`src/ufold_pkg.sv`:
```
package ufold_pkg;

  localparam int QDEPTH = 2;
  localparam int QPTR_W = (QDEPTH > 1) ? $clog2(QDEPTH) : 1;
  localparam int QCNT_W = $clog2(QDEPTH + 1);

  localparam logic [7:0] LEAD_BYTE   = 8'hC3;
  localparam logic [7:0] A_UML_UPPER = 8'h84;
  localparam logic [7:0] A_UML_LOWER = 8'hA4;
  localparam logic [7:0] O_UML_UPPER = 8'h96;
  localparam logic [7:0] O_UML_LOWER = 8'hB6;
  localparam logic [7:0] U_UML_UPPER = 8'h9C;
  localparam logic [7:0] U_UML_LOWER = 8'hBC;
  localparam logic [7:0] SHARP_S     = 8'h9F;
  localparam logic [7:0] LATIN_FIRST = 8'h80;
  localparam logic [7:0] LATIN_LAST  = 8'h9E;
  localparam logic [7:0] TIMES_SIGN  = 8'h97;
  localparam logic [7:0] CASE_OFFSET = 8'h20;
  localparam logic [7:0] ASCII_UP_A  = 8'h41;
  localparam logic [7:0] ASCII_UP_Z  = 8'h5A;

  localparam logic [7:0] CHAR_A = 8'h61;
  localparam logic [7:0] CHAR_E = 8'h65;
  localparam logic [7:0] CHAR_O = 8'h6F;
  localparam logic [7:0] CHAR_S = 8'h73;
  localparam logic [7:0] CHAR_U = 8'h75;

  // one or two output bytes caused by one input transfer
  typedef struct packed {
    logic [7:0] first;
    logic [7:0] second;
    logic       two;
    logic       eos;
  } run_t;

endpackage

```
`src/ufold_if.sv`:
```
interface ufold_in_if;
  logic       valid;
  logic       ready;
  logic [7:0] in_byte;
  logic       end_of_string;

  modport source (output valid, output in_byte, output end_of_string, input ready);
  modport sink (input valid, input in_byte, input end_of_string, output ready);
endinterface

interface ufold_out_if;
  logic       valid;
  logic       ready;
  logic [7:0] out_byte;
  logic       last_of_run;
  logic       last_of_string;

  modport source (output valid, output out_byte, output last_of_run,
                  output last_of_string, input ready);
  modport sink (input valid, input out_byte, input last_of_run,
                input last_of_string, output ready);
endinterface

```
`src/ufold_front.sv`:
```
module ufold_front (
  input  logic            clk,
  input  logic            rst,
  ufold_in_if.sink        raw,
  input  logic            full,
  output logic            push,
  output ufold_pkg::run_t push_data
);
  import ufold_pkg::*;

  logic       lead_pending;
  logic       lead_pending_next;
  logic       accept;
  logic [7:0] b;
  logic       eos;
  logic [7:0] lowered;
  logic       is_upper_latin;
  logic       hold;
  logic       emit;

  assign raw.ready = !full;
  assign accept    = raw.valid && raw.ready;
  assign b         = raw.in_byte;
  assign eos       = raw.end_of_string;

  assign lowered = (b >= ASCII_UP_A && b <= ASCII_UP_Z) ? b + CASE_OFFSET : b;
  assign is_upper_latin = (b >= LATIN_FIRST) && (b <= LATIN_LAST) && (b != TIMES_SIGN);
  assign hold = (b == LEAD_BYTE) && !eos;

  always_comb begin
    push_data.eos    = eos;
    push_data.first  = lowered;
    push_data.second = lowered;
    push_data.two    = 1'b0;
    emit             = 1'b1;
    if (lead_pending) begin
      if (b == A_UML_UPPER || b == A_UML_LOWER) begin
        push_data.first  = CHAR_A;
        push_data.second = CHAR_E;
        push_data.two    = 1'b1;
      end else if (b == O_UML_UPPER || b == O_UML_LOWER) begin
        push_data.first  = CHAR_O;
        push_data.second = CHAR_E;
        push_data.two    = 1'b1;
      end else if (b == U_UML_UPPER || b == U_UML_LOWER) begin
        push_data.first  = CHAR_U;
        push_data.second = CHAR_E;
        push_data.two    = 1'b1;
      end else if (b == SHARP_S) begin
        push_data.first  = CHAR_S;
        push_data.second = CHAR_S;
        push_data.two    = 1'b1;
      end else if (is_upper_latin) begin
        push_data.first  = LEAD_BYTE;
        push_data.second = b + CASE_OFFSET;
        push_data.two    = 1'b1;
      end else if (hold) begin
        // held lead goes out, the new one is held again
        push_data.first = LEAD_BYTE;
      end else begin
        push_data.first = LEAD_BYTE;
        push_data.two   = 1'b1;
      end
    end else if (hold) begin
      emit = 1'b0;
    end
  end

  assign push = accept && emit;

  always_comb begin
    lead_pending_next = lead_pending;
    if (accept) begin
      lead_pending_next = hold;
    end
  end

  always_ff @(posedge clk) begin
    if (rst) begin
      lead_pending <= 1'b0;
    end else begin
      lead_pending <= lead_pending_next;
    end
  end

  a_eos_clears_lead: assert property (@(posedge clk) disable iff (rst)
    accept && eos |=> !lead_pending)
    else $error("lead still held after end of string");

  a_silent_only_on_hold: assert property (@(posedge clk) disable iff (rst)
    accept && !push |-> !lead_pending && hold)
    else $error("transfer dropped without holding a lead");

endmodule

```
`src/ufold_queue.sv`:
```
module ufold_queue (
  input  logic            clk,
  input  logic            rst,
  input  logic            push,
  input  ufold_pkg::run_t push_data,
  output logic            full,
  input  logic            pop,
  output logic            avail,
  output ufold_pkg::run_t head
);
  import ufold_pkg::*;

  run_t              entries [QDEPTH];
  logic [QPTR_W-1:0] wr_ptr;
  logic [QPTR_W-1:0] rd_ptr;
  logic [QCNT_W-1:0] count;
  logic [QCNT_W-1:0] count_next;

  assign full  = (count == QCNT_W'(QDEPTH));
  assign avail = (count != '0);
  assign head  = entries[rd_ptr];

  function automatic logic [QPTR_W-1:0] ptr_inc(input logic [QPTR_W-1:0] p);
    ptr_inc = (p == QPTR_W'(QDEPTH - 1)) ? '0 : p + 1'b1;
  endfunction

  always_comb begin
    count_next = count;
    if (push && !pop) begin
      count_next = count + 1'b1;
    end else if (pop && !push) begin
      count_next = count - 1'b1;
    end
  end

  always_ff @(posedge clk) begin
    if (push) begin
      entries[wr_ptr] <= push_data;
    end
  end

  always_ff @(posedge clk) begin
    if (rst) begin
      wr_ptr <= '0;
      rd_ptr <= '0;
      count  <= '0;
    end else begin
      if (push) begin
        wr_ptr <= ptr_inc(wr_ptr);
      end
      if (pop) begin
        rd_ptr <= ptr_inc(rd_ptr);
      end
      count <= count_next;
    end
  end

  a_no_overflow: assert property (@(posedge clk) disable iff (rst) !(push && full))
    else $error("push into full queue");

  a_no_underflow: assert property (@(posedge clk) disable iff (rst) !(pop && !avail))
    else $error("pop from empty queue");

  a_count_bound: assert property (@(posedge clk) disable iff (rst)
    count <= QCNT_W'(QDEPTH))
    else $error("queue count out of range");

endmodule

```
`src/ufold_back.sv`:
```
module ufold_back (
  input  logic            clk,
  input  logic            rst,
  input  logic            avail,
  input  ufold_pkg::run_t head,
  output logic            pop,
  ufold_out_if.source     folded
);
  import ufold_pkg::*;

  logic phase;
  logic phase_next;
  logic load;

  assign load = avail && (!folded.valid || folded.ready);
  assign pop  = load && (phase || !head.two);

  always_comb begin
    phase_next = phase;
    if (load) begin
      phase_next = !phase && head.two;
    end
  end

  always_ff @(posedge clk) begin
    if (rst) begin
      phase        <= 1'b0;
      folded.valid <= 1'b0;
    end else begin
      phase <= phase_next;
      if (load) begin
        folded.valid <= 1'b1;
      end else if (folded.ready) begin
        folded.valid <= 1'b0;
      end
    end
  end

  always_ff @(posedge clk) begin
    if (load) begin
      folded.out_byte       <= phase ? head.second : head.first;
      folded.last_of_run    <= phase || !head.two;
      folded.last_of_string <= (phase || !head.two) && head.eos;
    end
  end

  a_second_needs_head: assert property (@(posedge clk) disable iff (rst)
    phase |-> avail && head.two)
    else $error("second byte pending without a two byte run");

  a_second_follows: assert property (@(posedge clk) disable iff (rst)
    load && !phase && head.two |=> phase && folded.valid && !folded.last_of_run)
    else $error("first byte of a pair mislabelled");

endmodule

```
`src/utf8_german_case_fold.sv`:
```
// Case fold of a UTF-8 byte stream for search: one byte per input transfer, with an
// end-of-string flag. ASCII capitals are lowered, a 0xC3 lead that does not end the
// string is held until the next byte, German umlauts and sharp s become two ASCII
// letters, and other upper-case Latin-1 letters are lowered. The output port delivers
// one byte per cycle while the receiver is ready, so an input gives one output byte,
// two when it expands, none when it only holds a lead. Input transfers are taken
// every cycle while the two-entry run queue between the classifier and the output
// sequencer has room; a byte is written to the run queue and then to the output
// register before it is offered at the output.
module utf8_german_case_fold (
  input  logic        clk,
  input  logic        rst,
  ufold_in_if.sink    raw,
  ufold_out_if.source folded
);
  import ufold_pkg::*;

  logic push;
  logic full;
  logic pop;
  logic avail;
  run_t push_data;
  run_t head;

  ufold_front u_front (
    .clk       (clk),
    .rst       (rst),
    .raw       (raw),
    .full      (full),
    .push      (push),
    .push_data (push_data)
  );

  ufold_queue u_queue (
    .clk       (clk),
    .rst       (rst),
    .push      (push),
    .push_data (push_data),
    .full      (full),
    .pop       (pop),
    .avail     (avail),
    .head      (head)
  );

  ufold_back u_back (
    .clk    (clk),
    .rst    (rst),
    .avail  (avail),
    .head   (head),
    .pop    (pop),
    .folded (folded)
  );

endmodule
```
`src/flat_wrapper.sv`:
```
// flat-port wrapper written by rule: the top's interface ports become plain ports
module utf8_german_case_fold_flat import ufold_pkg::*;
  (clk, rst, raw_valid, raw_in_byte, raw_end_of_string, raw_ready, folded_valid, folded_out_byte, folded_last_of_run, folded_last_of_string, folded_ready);
  ufold_in_if raw_i ();
  ufold_out_if folded_i ();
  input  logic clk;
  input  logic rst;
  input wire logic [$bits(raw_i.valid)-1:0] raw_valid;
  input wire logic [$bits(raw_i.in_byte)-1:0] raw_in_byte;
  input wire logic [$bits(raw_i.end_of_string)-1:0] raw_end_of_string;
  output wire logic [$bits(raw_i.ready)-1:0] raw_ready;
  output wire logic [$bits(folded_i.valid)-1:0] folded_valid;
  output wire logic [$bits(folded_i.out_byte)-1:0] folded_out_byte;
  output wire logic [$bits(folded_i.last_of_run)-1:0] folded_last_of_run;
  output wire logic [$bits(folded_i.last_of_string)-1:0] folded_last_of_string;
  input wire logic [$bits(folded_i.ready)-1:0] folded_ready;
  assign raw_i.valid = raw_valid;
  assign raw_i.in_byte = raw_in_byte;
  assign raw_i.end_of_string = raw_end_of_string;
  assign raw_ready = raw_i.ready;
  assign folded_valid = folded_i.valid;
  assign folded_out_byte = folded_i.out_byte;
  assign folded_last_of_run = folded_i.last_of_run;
  assign folded_last_of_string = folded_i.last_of_string;
  assign folded_i.ready = folded_ready;
  utf8_german_case_fold u_core (.clk(clk), .rst(rst), .raw(raw_i), .folded(folded_i));
endmodule
```
`config.mk`:
```
export PLATFORM = sky130hd
export DESIGN_NAME = utf8_german_case_fold_flat
export DESIGN_NICKNAME = d
export VERILOG_FILES = /design/src/ufold_pkg.sv /design/src/ufold_if.sv /design/src/ufold_front.sv /design/src/ufold_queue.sv /design/src/ufold_back.sv /design/src/utf8_german_case_fold.sv /design/src/flat_wrapper.sv
export SDC_FILE = /design/constraint.sdc
export NUM_CORES = 1
export LEC_CHECK = 0
export BUFFER_PORTS_ARGS = -buffer_cell sky130_fd_sc_hd__buf_2
export CAP_MARGIN = 20
export CORE_MARGIN = 8
export CORE_UTILIZATION = 47
export DETAILED_ROUTE_END_ITERATION = 6
export HOLD_SLACK_MARGIN = 0.15
export PLACE_DENSITY = 0.66
export SETUP_SLACK_MARGIN = 0.5
export SYNTH_ARGS = -nofsm -noshare
export SYNTH_HDL_FRONTEND = slang
export SYNTH_SLANG_ARGS = --single-unit
```
`constraint.sdc`:
```
create_clock -name clk -period 2.9 [get_ports clk]
set_clock_uncertainty 0.15 [all_clocks]
set_input_delay 0.29 -clock clk [delete_from_list [all_inputs] [get_ports clk]]
set_output_delay 0.29 -clock clk [all_outputs]
set_load 0.02 [all_outputs]
```
**Word-level counts from Yosys, hierarchy flattened**

Memories as Yosys holds them, arrays and structs flattened. A register that Yosys moved wholly into a read port is not among the register bits.
Index checks and enable logic that the tools add are counted.

- Memory bits (writable): 36
- Register bits after elaboration: 17
- Word-level logic and storage cells: 77
- Memories: 1
- Output and inout bits: 12
- Bits of input ports: 13

- $add $sub $neg: 5
- Magnitude comparators: 4
- Reductions and logical operators: 27
- Multiplexer cells: 21
- Equality and inequality tests: 10

Memory list:

| name | words | width | rd ports | clocked after memory_dff | write ports | line | source |
|---|---|---|---|---|---|---|---|
| u_core.u_queue.entries | 2 | 18 | 1 | 1 | 1 | ufold_queue.sv:13 | `run_t entries [QDEPTH];` |

Operators with widths:

| operator | count |
|---|---|
| two-way mux 17 bit | 5 |
| equality test 8 bit (second input constant) | 8 |
| two-way mux 8 bit | 3 |
| logical AND 1 bit | 12 |
| two-way mux 1 bit | 11 |
| adder 8 x 6 -> 8 bit (second input constant) | 1 |
| >= comparator 8 x 7 -> 1 bit (second input constant) | 1 |
| >= comparator 8 bit (second input constant) | 1 |
| less-or-equal comparator 8 x 7 -> 1 bit (second input constant) | 1 |
| less-or-equal comparator 8 bit (second input constant) | 1 |
| != test 8 bit (second input constant) | 1 |
| logical NOT 1 bit | 7 |
| nonzero test 2 bit | 3 |
| logical OR 1 bit | 5 |
| two-way mux 2 bit | 2 |
| adder 1 bit (second input constant) | 2 |
| adder 2 x 1 -> 2 bit (second input constant) | 1 |
| equality test 2 bit (second input constant) | 1 |
| subtractor 2 x 1 -> 2 bit (second input constant) | 1 |

**Longest topological paths before layout**

Gate-level depths: netlist of the first run.

- Word-level depth: 9
- Gate-level depth with buffers: 8
- Gate-level depth less buffers: 7

**Cells and area by module**

From an unflattened synthesis of the first run, not the netlist that was laid out.

- Cells, all modules: 192
- Area, all modules: 2593.7 um^2

By module, submodules not included:

| module | seq. area each (um^2) | cells an instance | area each (um^2) | instances |
|---|---|---|---|---|
| ufold_queue | 1181.1 | 78 | 1510.2 | 1 |
| ufold_front | 20.0 | 82 | 571.8 | 1 |
| ufold_back | 340.3 | 32 | 511.7 | 1 |

**Least setup slack after synthesis of the first run**

No wires, ideal clock.

- Path type: input to register
- From: in raw_in_byte[2]
- To: reg u_core.u_queue.count[1]
- Slack: 294 ps
- Required time: 2680 ps
- Arrival time: 2386 ps
- Cell stages on the path: 7
- Library setup time: 70 ps
- Cell sequence: buf_6 -> or4_4 -> or4_4 -> and2_2 -> ha_1 -> or3_1 -> a21oi_1

- Longest elaborated chain between the ends: 8

RTL lines:

| element | line | source |
|---|---|---|
| start, declared | flat_wrapper.sv:9 | `input wire logic [$bits(raw_i.in_byte)-1:0] raw_in_byte;` |
| equality test 8 bit * | ufold_front.sv:28 | `assign hold = (b == LEAD_BYTE) && !eos;` |
| logical AND 1 bit * | ufold_front.sv:28 |  |
| two-way mux 1 bit * | ufold_front.sv:64 | `end else if (hold) begin` |
| two-way mux 1 bit * | ufold_front.sv:36 | `if (lead_pending) begin` |
| logical AND 1 bit * | ufold_front.sv:69 | `assign push = accept && emit;` |
| via u_core.push | utf8_german_case_fold.sv:18 | `logic push;` |
| logical NOT 1 bit | ufold_queue.sv:31 | `end else if (pop && !push) begin` |
| logical AND 1 bit | ufold_queue.sv:31 |  |
| nonzero test 2 bit (no line) | -- |  |
| end signal, assigned | ufold_queue.sv:54 | `count <= count_next;` |
| end, declared | ufold_queue.sv:16 | `logic [QCNT_W-1:0] count;` |

The timed path passes the listed nets; every way through them passes the cells marked *.
A chain may end at the register's enable or synchronous reset.

**Worst setup path after layout of the first run**

- From: in raw_end_of_string
- To: reg u_core.u_queue.count[1]

- Longest elaborated chain between the ends: 8

RTL lines:

| element | line | source |
|---|---|---|
| start, declared | flat_wrapper.sv:10 | `input wire logic [$bits(raw_i.end_of_string)-1:0] raw_end_of_string;` |
| logical NOT 1 bit * | ufold_front.sv:28 |  |
| logical AND 1 bit * | ufold_front.sv:28 |  |
| two-way mux 1 bit * | ufold_front.sv:64 |  |
| two-way mux 1 bit * | ufold_front.sv:36 |  |
| logical AND 1 bit * | ufold_front.sv:69 |  |
| via u_core.push | utf8_german_case_fold.sv:18 |  |
| logical NOT 1 bit | ufold_queue.sv:31 |  |
| logical AND 1 bit | ufold_queue.sv:31 |  |
| nonzero test 2 bit (no line) | -- |  |

Marked as above.

==> reports/qor.yml, run 1 <==
grt_overflow_total: 0
grt_pass1_wl_mm: 7.624
crit_path_start: "raw_end_of_string"
hpwl_mm: 3.404
core-area_mm2: 0.005107
route.met3.wl_um: 165
critPathRequiredTime_ns: 2.98
wire_per_inst_um: 16.67
cts_buffer_depth: 2
drt_iter0_markers: 86
grt_pass1_vias: 1581
worstPathArrival_ns: 2.44
layout_commonest_cell: "edfxtp_1"
cts.sinks: 54
critPathMaxFanout: 2
layout_common_cells: "46 x edfxtp_1, 20 x buf_2, 11 x inv_1, 11 x nor2_1"
maxCapViolations: 0
antenna_found_initial: 0
ant_nets: 0
die_x_um: 88.73
ys_ff_latch: 54
diodes: 0
finalCritPeriodShare_pct: 81.45
syn_inst: 181
vias_per_cell: 5.599
path_clk_slew_ns: 0.09
synth-edff-count: 46
finalSetupViolCount: 0
grt_usage_pct: 12.76
drt_pass1_iterations: 4
synth-async-reset-ratio_pct: 0
rows: 26
hold_path_class: "in2reg"
tightest_slew_ns: 0.6924
hp-start: "folded_ready"
period_minus_slack_ns: 2.362
status: "complete, no violations"
fin_setup_tns_ns: 0
htree_levels: 2
peakVddDrop_mv: 0.2793
syn_nets: 197
grt_max_degree: 19
top_layer: "met4"
ys_warn_count: 0
stdcell_count: 279
synth_cell_types: 52
cts_buffers: 5
place_ws_ns: 0.2108
synth_area_per_cell_um2: 13.74
hold_ws_ns: 0.2004
drive_gt1_share_pct: 26.79
rrSetupSlack_ns: 0.67
wl_met2_mm: 2.244
ys_seq_area_share_pct: 62.00
crit_type: "in2reg"
start_util_pct: 48.68
cts_tree: "yes"
worst_slack_ns: 0.5381
crit_path_start_kind: "input pin"
path_cells: "dlygate4sd3_1, buf_6, or4_4, and2_4, ha_4, xor2_1, or3_1, a21oi_2"
slowest_delay_ns: 0.55
final_util_pct: 55.59
slew_viol_final: 0
die_y_um: 88.73
ys_dominant_reg_cell: "edfxtp_1"
slew_headroom_pct: 53.79
cts_root_buf: "clkbuf_8"
finalPower_mw: 2.177
die_area_mm2: 0.007873
syn_area_mm2: 0.002486
vias: 1562
crit_family: "simple AND/OR/NAND/NOR gates"
rsz0062_at_grt: "no"
critPathSlowestCell: "dlygate4sd3_1"
clk_latency_ns: 0.30
fin_area_mm2: 0.002839
dpl_cell_area_mm2: 0.002673
drc: 0
fin_nets: 224
io_buffer_count: 24
dp_cells: 267
wl_met1_mm: 2.109
crit_path_end_kind: "register"
p_leak_nw: 0.9850
reg2reg_from: "u_core.u_front.lead_pending"
place_congestion: 0.7885
area_delta_synth_final_pct: 14.19
finalHoldViolations: 0
powerDensity_mw_per_mm2: 766.8
io_pins: 25
totalWireLength_mm: 4.651
fmax_ghz: 0.4234
path_buf_inv: 2
==> final cells by class <==
type,count,area (um^2)
fill,435,2268
sequential,54,1541
multi-input combinational,107,878.3
timing repair buffer,29,180.2
tap,70,87.58
clock buffer,6,72.57
inverter,11,41.29
clock inverter,2,37.54
==> cell usage after synthesis, types with 4 or more instances <==
cell,number,area [um^2]
edfxtp_1,46,1381
inv_1,11,41.29
nor2_1,11,41.29
dfxtp_1,8,160.2
mux4_2,8,180.2
nand2_1,8,30.03
clkbuf_1,7,26.28
a21oi_1,6,30.03
a21o_1,4,30.03
nand3_1,4,20.02
o21ai_0,4,20.02
xor2_1,4,35.03
==> cells by family (layout without fill, tap and decap cells) <==
| kind of cell | after synthesis | count (layout) | share of synthesized area (%) |
|---|---|---|---|
| adder cells (fa/ha/maj) | 3 | 3 | 1.510 |
| AO/OA/AOI/OAI | 37 | 37 | 10.87 |
| AND/OR/NAND/NOR | 50 | 50 | 11.58 |
| multiplexers | 12 | 12 | 8.908 |
| XOR/XNOR | 5 | 5 | 1.761 |
| buffers and inverters | 20 | 48 | 3.372 |
| flip-flops | 54 | 54 | 62.00 |
==> flip-flops by register name, indices dropped and copies added, names as in the netlist, named ones only <==
signal	cells
u_core.u_queue.wr_ptr	1
u_core.u_back.phase	1
u_core.u_back.folded.last_of_string	1
u_core.u_back.folded.valid	1
u_core.u_queue.entries	36
u_core.u_back.folded.out_byte	8
u_core.u_front.lead_pending	1
u_core.u_queue.count	2
u_core.u_queue.rd_ptr	1
u_core.u_back.folded.last_of_run	1
==> layer usage <==
metal / vias to the layer above / track usage (%)
met1: 769 / 15.29
li1: 747 / -
met5: - / 0
met2: 35 / 21.63
met3: 11 / 2.136
met4: 0 / 6.144
==> power breakdown <==
part | leakage (nW) | switching (mW) | internal, mW
Clock | 0.0514 | 0.223 | 0.257
Sequential | 0.497 | 0.0659 | 1.05
Combinational | 0.436 | 0.344 | 0.234
==> worst reg2reg max path: cells and delay by family (launching register included) <==
family | cells | cell delay [ns]
AND/OR/NAND/NOR | 3 | 1.13
flip-flops | 1 | 0.45
adder cells (fa/ha/maj) | 1 | 0.15
AO/OA/AOI/OAI | 1 | 0.15
XOR/XNOR | 1 | 0.14
==> timing repair <==
action / in CTS / in global routing
hold buffers: 2 / 0
buffers inserted: 0 / 2
endpoints found under the hold margin: 10 / 0
setup endpoints to repair: 0 / 1
gates resized for setup: 0 / 10
==> final timing paths <==
kind                                endpoint  cells after the start
hold / removal    u_core.u_back.folded.valid                      3
setup / recovery     u_core.u_queue.count[1]                      8
setup reg to reg     u_core.u_queue.count[1]                      6
hold reg to reg        u_core.u_queue.rd_ptr                      2
Power figures use the tool's default switching activity.
==> run 2: changes to the inputs <==
--- a/config.mk
+++ b/config.mk
@@ -11,7 +11,7 @@
 export CORE_UTILIZATION = 47
 export DETAILED_ROUTE_END_ITERATION = 6
 export HOLD_SLACK_MARGIN = 0.15
-export PLACE_DENSITY = 0.66
+export PLACE_DENSITY = 0.68
 export SETUP_SLACK_MARGIN = 0.5
 export SYNTH_ARGS = -nofsm -noshare
 export SYNTH_HDL_FRONTEND = slang
==> constraint.sdc (replaced) <==
create_clock -name clk -period 1.9 [get_ports clk]
set_clock_uncertainty 0.15 [all_clocks]
set_input_delay 0.19 -clock clk [delete_from_list [all_inputs] [get_ports clk]]
set_output_delay 0.19 -clock clk [all_outputs]
set_load 0.02 [all_outputs]
==> reports/qor.yml, run 2 (synthesis gave the netlist of run 1 again) <==
status: "finished with violations"
violations: "setup timing"
layout_common_cells: "46 x edfxtp_1, 23 x buf_2, 20 x buf_4, 11 x nor2_1, 10 x inv_1"
crit_path_start_kind: "input pin"
io_buffer_count: 24  # unchanged
ant_nets: 0  # unchanged
dpl_cell_area_mm2: 0.002859  # +7.0%
drive_gt1_share_pct: 41.88  # +15 points
final_util_pct: 61.76  # +6.2 points
clk_latency_ns: 0.30  # about the same
clock_power_share_pct: 23.9  # +1.8 points
drt_pass1_iterations: 4  # unchanged
fin_nets: 249  # +11%
crit_path_end_kind: "register"
powerDensity_mw_per_mm2: 1139  # +49%
min_path_cells: 3  # unchanged
rows: 26  # unchanged
area_delta_synth_final_pct: 26.87
wire_per_inst_um: 16.17  # -3.0%
dp_cells: 289  # +8.2%
intPower_mw: 2.583  # +67%
p_leak_nw: 1.143  # +16%
vias_per_cell: 5.589  # -0.17%
seqPwrFrac_pct: 47.1  # -4.3 points
ff2ff_path_depth: 7  # +1
crit_family: "simple AND/OR/NAND/NOR gates"
fmax_ghz: 0.4782
critPathMaxFanout: 2  # unchanged
die_y_um: 88.73  # unchanged
hold_ws_ns: 0.1075  # -0.09283 ns
grt_pass1_wl_mm: 8.293  # +8.8%
io_pins: 25  # unchanged
place_ws_ns: -0.5369  # -0.7477 ns
cts_buffers: 5  # unchanged
fin_area_mm2: 0.003154  # +11%
path_buf_inv: 1  # -1
path_clk_slew_ns: 0.09  # about the same
cts.sinks: 54  # unchanged
path_cells: "buf_6, or4_4, or4_4, and2_4, ha_4, xor2_1, or3_1, a21oi_2"
largest_register_ff_count: 36  # unchanged
stdcell_count: 304  # +9.0%
drc: 0  # unchanged
antenna_found_initial: 0  # unchanged
reg2reg_to: "u_core.u_queue.count[1]"
period_minus_slack_ns: 2.091
rrSetupSlack_ns: -0.07  # -0.74 ns
cts_tree: "yes"
start_util_pct: 48.68  # unchanged
diodes: 0  # unchanged
crit_type: "in2reg"
hold_path_class: "in2reg"
holdPathEnd: "u_core.u_back.folded.valid"
hp-start: "folded_ready"
hpwl_mm: 3.353  # -1.5%
finalSetupViolCount: 37  # +37
worstPathArrival_ns: 2.18  # -0.26 ns
power_frac_comb_pct: 29.0  # +2.4 points
grt_pass1_vias: 1758  # +11%
critPathRequiredTime_ns: 1.99  # -0.99 ns
grt_usage_pct: 13.86  # +1.1 points
htree_levels: 2  # unchanged
drt_iter0_markers: 86  # unchanged
totalWireLength_mm: 4.917  # +5.7%
slowest_delay_ns: 0.52  # -0.03 ns
peakVddDrop_mv: 0.5600  # +100%
reg2reg_from: "u_core.u_queue.count[1]"
slew_headroom_pct: 76.73  # +23 points
finalHoldViolations: 0  # unchanged
grt_overflow_total: 0  # unchanged
switchingPower_mw: 1.010  # +60%
cts_buffer_depth: 2  # unchanged
finalCritPeriodShare_pct: 110.1
worst_slack_ns: -0.1910  # -0.7291 ns
largestRegisters: "u_core.u_queue.entries: 36 flops, u_core.u_back.folded.out_byte: 8 flops, u_core.u_queue.count: 2 flops"
switching_share_pct: 28.10  # -0.95 points
fin_setup_tns_ns: -4.403  # -4.403 ns
largest_register: "u_core.u_queue.entries"
finalPower_mw: 3.593  # +65%
tightest_slew_ns: 0.3469  # -0.3455 ns
die_x_um: 88.73  # unchanged
critPathSlowestCell: "or4_4"
cts_root_buf: "clkbuf_8"
layout_commonest_cell: "edfxtp_1"
rsz0062_at_grt: "yes"
slew_viol_final: 0  # unchanged
core-area_mm2: 0.005107  # unchanged
maxCapViolations: 0  # unchanged
grt_max_degree: 19  # unchanged
die_area_mm2: 0.007873  # unchanged
place_congestion: 0.8976  # +14%
crit_top_cell: "or4_4"
vias: 1699  # +8.8%
[run 2: repair_timing]
item / in CTS / in global routing
resized for setup: 22 / 6
cloned: 3 / 0
setup buffers: 1 / 1
hold endpoints to repair: 10 / 8
hold buffers: 1 / 1
pin swaps: 6 / 2
setup endpoints to repair: 75 / 72
[run 2: layout make-up]
type | instances | area, um^2
clock buffer | 5 | 68.82
clock inverter | 3 | 63.81
fill | 404 | 1953
inverter | 11 | 41.29
multi-input combinational | 109 | 975.9
sequential | 54 | 1544
tap | 70 | 87.58
timing repair buffer | 52 | 372.9
[run 2: worst reg2reg max path, cell delays in order, from the launching register on]
cell,delay (ns)
dfxtp_1,0.45
nand2b_1,0.11
and2_1,0.27
and2_4,0.21
ha_4,0.15
xor2_1,0.14
or3_1,0.33
a21oi_2,0.11
[run 2: how the worst max path moves through the flow]
stage / endpoint / slack, ns / start / depth (start not counted)
finish: u_core.u_queue.count[1] / -0.19 / raw_in_byte[5] / 8
global route: u_core.u_queue.count[1] / -0.22 / raw_in_byte[5] / 8
CTS: u_core.u_queue.count[1] / -0.18 / raw_in_byte[5] / 8
detailed placement: u_core.u_queue.count[1] / -0.54 / raw_in_byte[5] / 8
global placement: u_core.u_queue.count[1] / -0.52 / raw_in_byte[5] / 8
floorplan: u_core.u_queue.count[1] / -0.46 / raw_in_byte[2] / 8
[run 2: power groups by stage]
stage	Clock (mW)	Sequential [mW]	Combinational (mW)
after floorplan	0	1.85	0.503
after global placement	0	1.69	0.960
after detailed placement	0	1.70	0.989
after CTS	0.882	1.69	1.05
after global routing	0.919	1.72	1.13
final	0.860	1.69	1.04
[run 2: per-layer routing]
metal / track usage (%) / vias to the layer above / part of all wire, %
li1: - / 802 / -
met1: 15.35 / 826 / 41
met2: 23.32 / 50 / 49
met3: 2.786 / 21 / 4.9
met4: 9.677 / 0 / 4.4
met5: 0 / - / 0
==> run 3: changes to the inputs <==
--- a/config.mk
+++ b/config.mk
@@ -8,10 +8,9 @@
 export BUFFER_PORTS_ARGS = -buffer_cell sky130_fd_sc_hd__buf_2
 export CAP_MARGIN = 20
 export CORE_MARGIN = 8
-export CORE_UTILIZATION = 47
+export CORE_UTILIZATION = 45
 export DETAILED_ROUTE_END_ITERATION = 6
 export HOLD_SLACK_MARGIN = 0.15
-export PLACE_DENSITY = 0.68
 export SETUP_SLACK_MARGIN = 0.5
 export SYNTH_ARGS = -nofsm -noshare
 export SYNTH_HDL_FRONTEND = slang
==> constraint.sdc (replaced) <==
create_clock -name clk -period 2.7 [get_ports clk]
set_clock_uncertainty 0.15 [all_clocks]
set_input_delay 0.27 -clock clk [delete_from_list [all_inputs] [get_ports clk]]
set_output_delay 0.27 -clock clk [all_outputs]
set_load 0.02 [all_outputs]
==> reports/qor.yml, run 3 (synthesis gave the netlist of run 1 again) <==
status: "complete, no violations"
area_delta_synth_final_pct: 14.54
final_util_pct: 52.69  # -9.1 points
largestRegisters: "u_core.u_queue.entries: 36 flops, u_core.u_back.folded.out_byte: 8 flops, u_core.u_queue.count: 2 flops"
drive_gt1_share_pct: 28.17  # -14 points
layout_commonest_cell: "edfxtp_1"
antenna_found_initial: 0  # unchanged
crit_type: "in2reg"
reg2reg_to: "u_core.u_queue.count[1]"
cts_buffers: 5  # unchanged
hpwl_mm: 3.328  # -0.77%
crit_path_start_kind: "input pin"
grt_pass1_vias: 1631  # -7.2%
die_x_um: 90.33  # +1.8%
drt_pass1_iterations: 4  # unchanged
reg2reg_from: "u_core.u_front.lead_pending"
grt_max_degree: 19  # unchanged
cts_root_buf: "clkbuf_8"
largest_register: "u_core.u_queue.entries"
cts_buffer_depth: 2  # unchanged
fin_setup_tns_ns: 0  # +4.403 ns
diodes: 0  # unchanged
p_leak_nw: 0.9857  # -14%
peakVddDrop_mv: 0.3463  # -38%
worstPathArrival_ns: 2.33  # +0.15 ns
place_congestion: 0.8586  # -4.3%
largest_register_ff_count: 36  # unchanged
ant_nets: 0  # unchanged
cts_tree: "yes"
vias: 1586  # -6.7%
rsz0062_at_grt: "yes"
cts.sinks: 54  # unchanged
clk_latency_ns: 0.30  # about the same
hold_path_class: "in2reg"
finalCritPeriodShare_pct: 82.85
start_util_pct: 46.00  # -2.7 points
fmax_ghz: 0.4470
finalHoldViolations: 0  # unchanged
io_buffer_count: 24  # unchanged
finalSetupViolCount: 0  # -100%
drc: 0  # unchanged
ff2ff_path_depth: 6  # -1
critPathRequiredTime_ns: 2.79  # +0.80 ns
die_area_mm2: 0.008160  # +3.6%
crit_path_end_kind: "register"
tightest_slew_ns: 0.5478  # +0.2009 ns
rows: 27  # +3.8%
period_minus_slack_ns: 2.237
die_y_um: 90.33  # +1.8%
wire_per_inst_um: 16.25  # +0.48%
grt_usage_pct: 11.59  # -2.3 points
crit_end: "u_core.u_queue.count[1]"
grt_overflow_total: 0  # unchanged
rrSetupSlack_ns: 0.56  # +0.63 ns
totalWireLength_mm: 4.632  # -5.8%
path_clk_slew_ns: 0.09  # about the same
grt_pass1_wl_mm: 7.721  # -6.9%
powerDensity_mw_per_mm2: 794.4  # -30%
fin_nets: 228  # -8.4%
htree_levels: 2  # unchanged
layout_common_cells: "46 x edfxtp_1, 24 x buf_2, 11 x nor2_1, 10 x inv_1"
io_pins: 25  # unchanged
core-area_mm2: 0.005405  # +5.8%
crit_path_start: "raw_in_byte[2]"
drt_iter0_markers: 60  # -30%
slew_viol_final: 0  # unchanged
maxCapViolations: 0  # unchanged
vias_per_cell: 5.565  # -0.43%
critPathMaxFanout: 10  # +8
slew_headroom_pct: 63.37  # -13 points
## run 3: how the worst min path moves through the flow
stage	depth (start not counted)	slack, ns	to	start
after global placement	2	0.34	register	u_core.u_queue.rd_ptr
after detailed placement	2	0.34	register	u_core.u_queue.rd_ptr
after floorplan	0	0.22	u_core.u_queue.entries[0][0]	raw_end_of_string
after CTS	4	0.22	u_core.u_front.lead_pending	raw_end_of_string
final	4	0.23	u_core.u_front.lead_pending	raw_end_of_string
after global routing	4	0.25	u_core.u_front.lead_pending	raw_end_of_string
## run 3: worst max-delay path, cell delays in order
cell	delay (ns)
buf_2	0.15
or4_4	0.50
or4_4	0.50
and2_4	0.16
ha_4	0.14
xor2_1	0.15
or3_1	0.33
a21oi_2	0.11
## run 3: cell type report
cell class | instances | area [um^2]
clock buffers | 5 | 68.82
clock inverters | 3 | 16.27
fillers | 468 | 2557
inverters | 11 | 45.04
multi-input cells | 107 | 878.3
flip-flops and latches | 54 | 1541
well taps | 72 | 90.09
repair buffers | 33 | 207.7
## run 3: report_power, final
group	switching, mW	internal (mW)	leakage [nW]
sequential	0.0539	1.13	0.497
clock	0.247	0.178	0.0416
combinational	0.386	0.268	0.447
## run 3: what timing repair did
item,CTS,global route
setup endpoints to repair,1,19
gates resized for setup,0,2
hold endpoints to repair,10,0
pin swaps,1,0
hold buffers,3,0
cloned,0,0
setup buffers,1,1
## run 3: routing by layer
metal	share of wire (%)	global-route usage, %
met1	47	14.12
met2	47	18.40
met5	0	0
met4	2.2	5.964
met3	4.3	3.159
## run 3: per-stage QoR
| step | power [mW] | setup slack [ns] | hold WS (ns) | instances | area [um^2] |
|---|---|---|---|---|---|
| after detailed placement | 1.847 | 0.1034 | 0.3409 | 272 | 2698 |
| after floorplan | 1.654 | 0.2528 | 0.2189 | 181 | 2501 |
| after global placement | 1.823 | 0.1706 | 0.3383 | 272 | 2698 |
| after CTS | 2.269 | 0.4734 | 0.2167 | 284 | 2820 |
| final | 2.262 | 0.4629 | 0.2318 | 285 | 2848 |
| after global routing | 2.376 | 0.4047 | 0.2534 | 285 | 2848 |
